==> src/rtl/core/upn_pkg.sv <==
// ----------------------------------------------------------------------------
// upn_pkg
// Shared types and character constants for the URL path normalizer.
// ----------------------------------------------------------------------------
package upn_pkg;

	localparam int MAX_RES = 4;
	localparam int RES_CW  = 3;

	localparam logic [7:0] CH_PCT   = 8'h25;
	localparam logic [7:0] CH_PLUS  = 8'h2B;
	localparam logic [7:0] CH_SLASH = 8'h2F;
	localparam logic [7:0] CH_SPACE = 8'h20;
	localparam logic [7:0] CH_NUL   = 8'h00;

	// Results caused by one accepted item; last_idx is the index of the final one.
	typedef struct packed {
		logic [MAX_RES-1:0][7:0] bytes;
		logic [1:0]              last_idx;
		logic                    has;
		logic                    last;
	} upn_entry_t;

	typedef struct packed {
		logic full;
		logic empty;
	} upn_qstat_t;

endpackage

==> src/rtl/core/upn_front.sv <==
// ----------------------------------------------------------------------------
// upn_front
// Accepts path bytes, tracks escape and slash state, and expands each item
// into its list of output bytes for the queue.
// ----------------------------------------------------------------------------
module upn_front import upn_pkg::*; (
	input  logic       clk,
	input  logic       arst_n,
	input  logic       in_valid,
	output logic       in_stall,
	input  logic [7:0] path_byte,
	input  logic       last_byte,
	input  logic       empty_path,
	input  upn_qstat_t qstat,
	output logic       push,
	output upn_entry_t push_data
);

	typedef enum logic [1:0] {
		PH_IDLE,
		PH_PCT,
		PH_DIG
	} phase_t;

	typedef struct packed {
		logic [MAX_RES-1:0][7:0] bytes;
		logic [RES_CW-1:0]       n;
		logic                    slash;
		logic                    started;
	} work_t;

	phase_t     phase_q, phase_d;
	logic [7:0] held_q, held_d;
	logic       slash_q, started_q;
	work_t      w;
	logic       bare;
	logic       end_path;
	logic       accept;

	function automatic logic is_hex(input logic [7:0] c);
		return c inside {[8'h30:8'h39], [8'h41:8'h46], [8'h61:8'h66]};
	endfunction

	function automatic logic [3:0] hex_val(input logic [7:0] c);
		return c[6] ? (c[3:0] + 4'd9) : c[3:0];
	endfunction

	function automatic work_t emit(input work_t wi, input logic [7:0] b);
		work_t wo;
		wo = wi;
		if (wo.n < RES_CW'(MAX_RES)) begin
			wo.bytes[wo.n[1:0]] = b;
			wo.n = wo.n + RES_CW'(1);
		end
		return wo;
	endfunction

	// slash collapsing and leading-slash insertion
	function automatic work_t put_dec(input work_t wi, input logic [7:0] c);
		work_t wo;
		wo = wi;
		if (c == CH_SLASH) begin
			wo.slash = 1'b1;
		end else begin
			if (wo.slash || !wo.started) begin
				wo = emit(wo, CH_SLASH);
			end
			wo.slash   = 1'b0;
			wo         = emit(wo, c);
			wo.started = 1'b1;
		end
		return wo;
	endfunction

	function automatic work_t scan(input work_t wi, input logic [7:0] c);
		work_t wo;
		wo = wi;
		if (c == CH_PLUS) begin
			wo = put_dec(wo, CH_SPACE);
		end else if (c != CH_PCT) begin
			wo = put_dec(wo, c);
		end
		return wo;
	endfunction

	function automatic phase_t scan_phase(input logic [7:0] c);
		return (c == CH_PCT) ? PH_PCT : PH_IDLE;
	endfunction

	always_comb begin
		w         = '0;
		w.slash   = slash_q;
		w.started = started_q;
		phase_d   = phase_q;
		held_d    = held_q;
		bare      = 1'b0;
		if (!empty_path) begin
			case (phase_q)
				PH_PCT: begin
					if (is_hex(path_byte)) begin
						held_d  = path_byte;
						phase_d = PH_DIG;
					end else begin
						w       = put_dec(w, CH_PCT);
						w       = scan(w, path_byte);
						phase_d = scan_phase(path_byte);
					end
				end
				PH_DIG: begin
					if (is_hex(path_byte)) begin
						w       = put_dec(w, {hex_val(held_q), hex_val(path_byte)});
						phase_d = PH_IDLE;
					end else begin
						w       = put_dec(w, CH_PCT);
						w       = put_dec(w, held_q);
						w       = scan(w, path_byte);
						phase_d = scan_phase(path_byte);
					end
				end
				default: begin
					w       = scan(w, path_byte);
					phase_d = scan_phase(path_byte);
				end
			endcase
		end
		end_path = empty_path || last_byte;
		if (end_path) begin
			if (phase_d == PH_PCT) begin
				w = put_dec(w, CH_PCT);
			end else if (phase_d == PH_DIG) begin
				w = put_dec(w, CH_PCT);
				w = put_dec(w, held_d);
			end
			if (!w.started) begin
				w = emit(w, CH_SLASH);
			end
			if (w.n == '0) begin
				bare = 1'b1;
				w    = emit(w, CH_NUL);
			end
		end
	end

	assign in_stall = qstat.full;
	assign accept   = in_valid && !qstat.full;
	assign push     = accept && (w.n != '0);

	assign push_data.bytes    = w.bytes;
	assign push_data.last_idx = w.n[1:0] - 2'd1;
	assign push_data.has      = !bare;
	assign push_data.last     = end_path;

	always_ff @(posedge clk or negedge arst_n) begin
		if (!arst_n) begin
			phase_q   <= PH_IDLE;
			held_q    <= '0;
			slash_q   <= 1'b0;
			started_q <= 1'b0;
		end else if (accept) begin
			if (end_path) begin
				phase_q   <= PH_IDLE;
				held_q    <= '0;
				slash_q   <= 1'b0;
				started_q <= 1'b0;
			end else begin
				phase_q   <= phase_d;
				held_q    <= held_d;
				slash_q   <= w.slash;
				started_q <= w.started;
			end
		end
	end

endmodule

==> src/rtl/core/upn_queue.sv <==
// ----------------------------------------------------------------------------
// upn_queue
// Short FIFO of expanded entries between the front and back parts.
// ----------------------------------------------------------------------------
module upn_queue import upn_pkg::*; #(
	parameter int DEPTH = 4
) (
	input  logic       clk,
	input  logic       arst_n,
	input  logic       push,
	input  upn_entry_t push_data,
	input  logic       pop,
	output upn_entry_t head,
	output upn_qstat_t qstat
);

	localparam int AW = (DEPTH > 1) ? $clog2(DEPTH) : 1;
	localparam int CW = $clog2(DEPTH + 1);

	upn_entry_t    mem_q [DEPTH];
	logic [AW-1:0] wptr_q, rptr_q;
	logic [CW-1:0] cnt_q;

	assign qstat.full  = (cnt_q == CW'(DEPTH));
	assign qstat.empty = (cnt_q == '0);
	assign head        = mem_q[rptr_q];

	always_ff @(posedge clk) begin
		if (push) begin
			mem_q[wptr_q] <= push_data;
		end
	end

	always_ff @(posedge clk or negedge arst_n) begin
		if (!arst_n) begin
			wptr_q <= '0;
			rptr_q <= '0;
			cnt_q  <= '0;
		end else begin
			if (push) begin
				wptr_q <= (wptr_q == AW'(DEPTH - 1)) ? '0 : wptr_q + AW'(1);
			end
			if (pop) begin
				rptr_q <= (rptr_q == AW'(DEPTH - 1)) ? '0 : rptr_q + AW'(1);
			end
			if (push && !pop) begin
				cnt_q <= cnt_q + CW'(1);
			end else if (pop && !push) begin
				cnt_q <= cnt_q - CW'(1);
			end
		end
	end

endmodule

==> src/rtl/core/upn_back.sv <==
// ----------------------------------------------------------------------------
// upn_back
// Walks the head entry one result per cycle into the output register, unless out_stall holds it.
// ----------------------------------------------------------------------------
module upn_back import upn_pkg::*; (
	input  logic       clk,
	input  logic       arst_n,
	input  upn_entry_t head,
	input  upn_qstat_t qstat,
	output logic       pop,
	output logic       out_valid,
	input  logic       out_stall,
	output logic [7:0] out_byte,
	output logic       has_byte,
	output logic       last_out
);

	logic [1:0] idx_q;
	logic       out_valid_q;
	logic [7:0] out_byte_q;
	logic       has_q;
	logic       last_q;
	logic       load;
	logic       at_end;

	assign load   = !qstat.empty && (!out_valid_q || !out_stall);
	assign at_end = (idx_q == head.last_idx);
	assign pop    = load && at_end;

	always_ff @(posedge clk or negedge arst_n) begin
		if (!arst_n) begin
			out_valid_q <= 1'b0;
			idx_q       <= '0;
		end else begin
			if (load) begin
				out_valid_q <= 1'b1;
				idx_q       <= at_end ? 2'd0 : idx_q + 2'd1;
			end else if (!out_stall) begin
				out_valid_q <= 1'b0;
			end
		end
	end

	always_ff @(posedge clk) begin
		if (load) begin
			out_byte_q <= head.bytes[idx_q];
			has_q      <= head.has;
			last_q     <= head.last && at_end;
		end
	end

	assign out_valid = out_valid_q;
	assign out_byte  = out_byte_q;
	assign has_byte  = has_q;
	assign last_out  = last_q;

endmodule

==> src/rtl/core/url_path_normalizer.sv <==
// ----------------------------------------------------------------------------
// url_path_normalizer
// Streaming URL path normalizer: percent decoding, '+' to space, slash
// collapsing, trailing slash removal and leading slash insertion.
// ----------------------------------------------------------------------------
// The block takes one path byte per cycle while in_stall is low, and the front
// part expands it at once into the zero to four output bytes it causes; the
// back part drives one output byte per cycle from the output register while
// out_stall is low. A byte that yields several output bytes occupies the output
// side for longer; the QUEUE_DEPTH entry queue between the two parts absorbs
// such bursts before in_stall rises. An accepted byte is written to the queue
// and from there loaded into the output register. An end of path with nothing
// left to emit gives a bare end marker (has_byte 0).
module url_path_normalizer import upn_pkg::*; #(
	parameter int QUEUE_DEPTH = 4
) (
	input  logic       clk,
	input  logic       arst_n,
	input  logic       in_valid,
	output logic       in_stall,
	input  logic [7:0] path_byte,
	input  logic       last_byte,
	input  logic       empty_path,
	output logic       out_valid,
	input  logic       out_stall,
	output logic [7:0] out_byte,
	output logic       has_byte,
	output logic       last_out
);

	upn_qstat_t qstat;
	upn_entry_t push_data;
	upn_entry_t head;
	logic       push;
	logic       pop;

	upn_front u_front (
		.clk        (clk),
		.arst_n     (arst_n),
		.in_valid   (in_valid),
		.in_stall   (in_stall),
		.path_byte  (path_byte),
		.last_byte  (last_byte),
		.empty_path (empty_path),
		.qstat      (qstat),
		.push       (push),
		.push_data  (push_data)
	);

	upn_queue #(
		.DEPTH (QUEUE_DEPTH)
	) u_queue (
		.clk       (clk),
		.arst_n    (arst_n),
		.push      (push),
		.push_data (push_data),
		.pop       (pop),
		.head      (head),
		.qstat     (qstat)
	);

	upn_back u_back (
		.clk       (clk),
		.arst_n    (arst_n),
		.head      (head),
		.qstat     (qstat),
		.pop       (pop),
		.out_valid (out_valid),
		.out_stall (out_stall),
		.out_byte  (out_byte),
		.has_byte  (has_byte),
		.last_out  (last_out)
	);

	// a bare end marker is always the final result of its path
	a_bare_is_last: assert property (@(posedge clk) disable iff (!arst_n)
		out_valid && !has_byte |-> last_out)
		else $error("bare end marker without last_out");

	// an empty path on an idle block reaches the output through the queue and the output register
	a_empty_latency: assert property (@(posedge clk) disable iff (!arst_n)
		in_valid && !in_stall && empty_path && qstat.empty && !out_valid
		|-> ##2 out_valid)
		else $error("empty path result missing");

	// output register drains when nothing is queued
	a_drain: assert property (@(posedge clk) disable iff (!arst_n)
		out_valid && !out_stall && qstat.empty |=> !out_valid)
		else $error("output valid without a queued entry");

	// nothing is popped from an empty queue
	a_no_underflow: assert property (@(posedge clk) disable iff (!arst_n)
		pop |-> !qstat.empty)
		else $error("queue underflow");

endmodule
==> config.mk <==
export PLATFORM = sky130hd
export DESIGN_NAME = url_path_normalizer
export DESIGN_NICKNAME = d
export VERILOG_FILES = /design/src/rtl/core/upn_pkg.sv /design/src/rtl/core/upn_front.sv /design/src/rtl/core/upn_queue.sv /design/src/rtl/core/upn_back.sv /design/src/rtl/core/url_path_normalizer.sv
export SDC_FILE = /design/constraint.sdc
export NUM_CORES = 1
export LEC_CHECK = 0
export BUFFER_PORTS_ARGS = -buffer_cell sky130_fd_sc_hd__buf_2
export CAP_MARGIN = 5
export CORE_MARGIN = 3
export CORE_UTILIZATION = 58
export CTS_CLUSTER_DIAMETER = 50
export DETAILED_ROUTE_END_ITERATION = 10
export PLACE_DENSITY = 0.72
export SLEW_MARGIN = 20
export SYNTH_ARGS = -nofsm -noshare
export SYNTH_HDL_FRONTEND = slang
export SYNTH_SLANG_ARGS = --single-unit
==> constraint.sdc <==
create_clock -name clk -period 9.13 [get_ports clk]
set_input_delay 0.4565 -clock clk [delete_from_list [all_inputs] [get_ports clk]]
set_output_delay 0.4565 -clock clk [all_outputs]
set_load 0.01 [all_outputs]
==> metrics.cfg <==
[clock_tree]
cts_tree = yes
clkLatencyLatePin_ns = 0.44
cts_resized = 0
cts-buffers-inserted = 17
cts_setup_buffers = 0
clk_pin_slew_ns = 0.08
cts_buffer_depth = 2
clock-sinks = 176
cts_htree_levels = 4
ctsHoldBuffers = 0
cts-root-buf = clkbuf_16

[finish]
final_cell_mix = 154 x edfxtp_1, 100 x nand2_1, 60 x nor2_1
final_nets = 1005
antenna_cells = 0
instances_no_fill = 1195
final_common_cell = edfxtp_1
drive_gt1_share_pct = 16.60
areaGrowthSynthToFinish_pct = 9.194

[floorplanning]
core_area_sq_um = 17600
io_pins = 26
dieHeight_microns = 141.3
start_util_pct = 60.32
row_count = 48
die-area_sq_um = 19960
die_x_microns = 141.3

[timing]
finalSetupViolations = 0
max_slew_margin_pct = 19.95
layout_setup_ws_ns = 0.4812
setup_tns_ns = 0
worst_slew_pin_slew_ns = 1.190
rsz0062_at_grt = false
fmax_ghz = 0.1156
hold_viol = 0
period_share_pct = 94.73
maxSlewViolCount = 0
fin_skew_ns = 0.02310
min_period_ns = 8.649

[synthesis]
syn_avg_cell_area_sq_um = 11.24
syn_nets = 992
synth_xor_area_share_pct = 0.7426
ys_warn_count = 0
synth_area_sq_um = 10620
synth_fa_ha_area_share_pct = 4.078
synth_top_family_by_area = compound AO/OA/AOI/OAI gates
synth-seq-area-share_pct = 48.75
synth_compound_area_share_pct = 19.18
synth_cells = 944
synth_flop_cell = edfxtp_1
synthSimpleGateAreaFrac_pct = 13.20
ys_async_sr_fraction_pct = 12.50
yosysTopAreaCell = edfxtp_1
synthDominantCellAreaShare_pct = 43.56
synth_edf_count = 154
ys_ff_latch = 176
synthTopCellsByArea = edfxtp_1 44%, mux4_2 9.3%, dfrtp_1 5.2%
yosysUniqueCellTypes = 86
synth.area.mux_share_pct = 10.42

[routing]
ant_nets = 0
viasPerCell = 7.337
finalWirelength_mm = 34.73
post_drt_wl_per_cell_microns = 29.06
drt-initial-drc-count = 1181
drtPass1Iterations = 8
drc_errors = 0
vias = 8768

[setup_path]
end_kind = flip-flop
path_class = reg2reg
rr_worst_depth = 30
rrSetupSlack_ns = 0.48
worstReg2RegStart = u_front.held_q[0]
cp.arrival_ns = 8.99
crit_path_top_delay_cell = dfrtp_1
crit_required_ns = 9.47
cp_max_fo = 14
cpMostUsedCell = ha_1
cp-start-kind = flip-flop
max_stage_delay_ns = 0.67
timing.rr.end = u_queue.cnt_q[2]

[grt]
grt_pass1_wl_mm = 52.38
overflow = 0
track_usage_pct = 34.98
antenna_found_initial = 0
grt_max_degree = 43
grt_pass1_vias = 8507

[power_and_ir_drop]
pwr-share-seq_pct = 40.8
power.density_nw_per_um2 = 252.0
swShare_pct = 35.32
pwr-share-comb_pct = 34.8
leakagePower_nw = 4.107
total_power_mw = 2.921
peakVddDrop_uv = 345.6
clock_power_share_pct = 24.4
p_int_mw = 1.889
switchingPower_mw = 1.032

[placed_design]
gp_congestion = 1.038
place_inst = 1163
port-buffer-count = 25
dp_hpwl_mm = 23.95
post-place-ws_ns = 0.7442

[flow_run]
drv_cap = 0

[outcome]
status = complete, no violations

[min_path]
min_path_type = in2async

-- logic make-up after synthesis --
family,after synthesis
and+or+nand+nor,288
xor gates and xnor gates,9
AOI/OAI and AO/OA,284
DFF,176
adders and majority gates,34
buffers and inverters,98
muxes,55
-- cell type report --
class / count / area, sq um
Clock inverter: 15 / 145.1
Sequential cell: 176 / 5176
Tap cell: 225 / 281.5
Multi-Input combinational cell: 670 / 5081
Inverter: 39 / 146.4
Clock buffer: 17 / 425.4
Fill cell: 1260 / 6006
Timing Repair Buffer: 53 / 335.3
-- per-stage QoR --
stage / hold WS [ns] / utilization (%) / area [sq um]
final: 0.06263 / 65.87 / 11590
after global routing: 0.07697 / 65.87 / 11590
after CTS: 0.06186 / 65.84 / 11590
after detailed placement: 0.4742 / 62.60 / 11020
after global placement: 0.4637 / 62.60 / 11020
after floorplan: 0.1609 / - / 10620
-- Yosys cell counts, drive strengths merged, types with 4 or more instances --
library cell / instances
and3: 12
o21ai: 50
or3: 6
a2111oi: 4
a31oi: 17
mux2: 4
nor4: 4
edfxtp: 154
a22oi: 14
mux4: 44
a21o: 10
xnor2: 5
o32ai: 11
nand4: 7
a221oi: 6
a311oi: 8
dfrtp: 22
ha: 33
a21oi: 57
nand2b: 14
inv: 38
o221ai: 6
xor2: 4
buf: 19
nor3: 21
a32oi: 4
mux2i: 7
o211ai: 14
o21a: 5
nand3b: 5
and2: 16
o22ai: 13
a2111o: 5
nand2: 101
clkbuf: 40
o31ai: 9
nor2: 62
a211oi: 16
nand3: 24
-- power by group through the flow --
stage                     clock network (mW)  logic [mW]  registers (mW)
after global placement                     0       0.959            1.18
after detailed placement                   0       0.995            1.20
after CTS                              0.720        1.01            1.19
after floorplan                            0       0.714            1.17
final                                  0.714        1.02            1.19
after global routing                   0.745        1.09            1.20
-- worst max-delay path by stage --
stage                                     end         startpoint  cells after the start  slack (ns)
after detailed placement     u_queue.cnt_q[2]       path_byte[6]                     33        0.74
after global placement    u_queue.mem_q[2][0]       path_byte[6]                     28        1.13
final                        u_queue.cnt_q[2]  u_front.held_q[0]                     30        0.48
after global routing         u_queue.cnt_q[2]  u_front.held_q[0]                     30        0.21
after floorplan           u_queue.mem_q[3][0]    u_front.slash_q                     28        1.79
after CTS                    u_queue.cnt_q[2]  u_front.held_q[0]                     30        0.81
-- registers in the layout, indices dropped and copies added, names as in the netlist --
name               flops
u_queue.mem_q        144
u_back.out_byte        8
u_front.held_q         8
u_queue.cnt_q          3
u_back.idx_q           2
u_front.phase_q        2
u_queue.rptr_q         2
u_queue.wptr_q         2
u_back.has_byte        1
u_back.last_out        1
u_back.out_valid       1
u_front.slash_q        1
u_front.started_q      1
-- critical path, delay by kind of cell (launching register included) --
family | cells | cell delay, ns
compound gates | 9 | 2.88
fa+ha+maj | 8 | 2.50
simple gates | 6 | 1.13
flops | 1 | 0.67
buf+inv | 4 | 0.67
xor+xnor | 2 | 0.37
mux | 1 | 0.32
-- per-layer routing --
layer / GRT usage [%] / vias up / routed length [microns]
li1: - / 3730 / -
met1: 47.25 / 4264 / 13470
met2: 55.76 / 639 / 16180
met3: 4.921 / 135 / 3100
met4: 18.00 / 0 / 1985
met5: 0 / - / 0
Power figures use the tool's default switching activity.
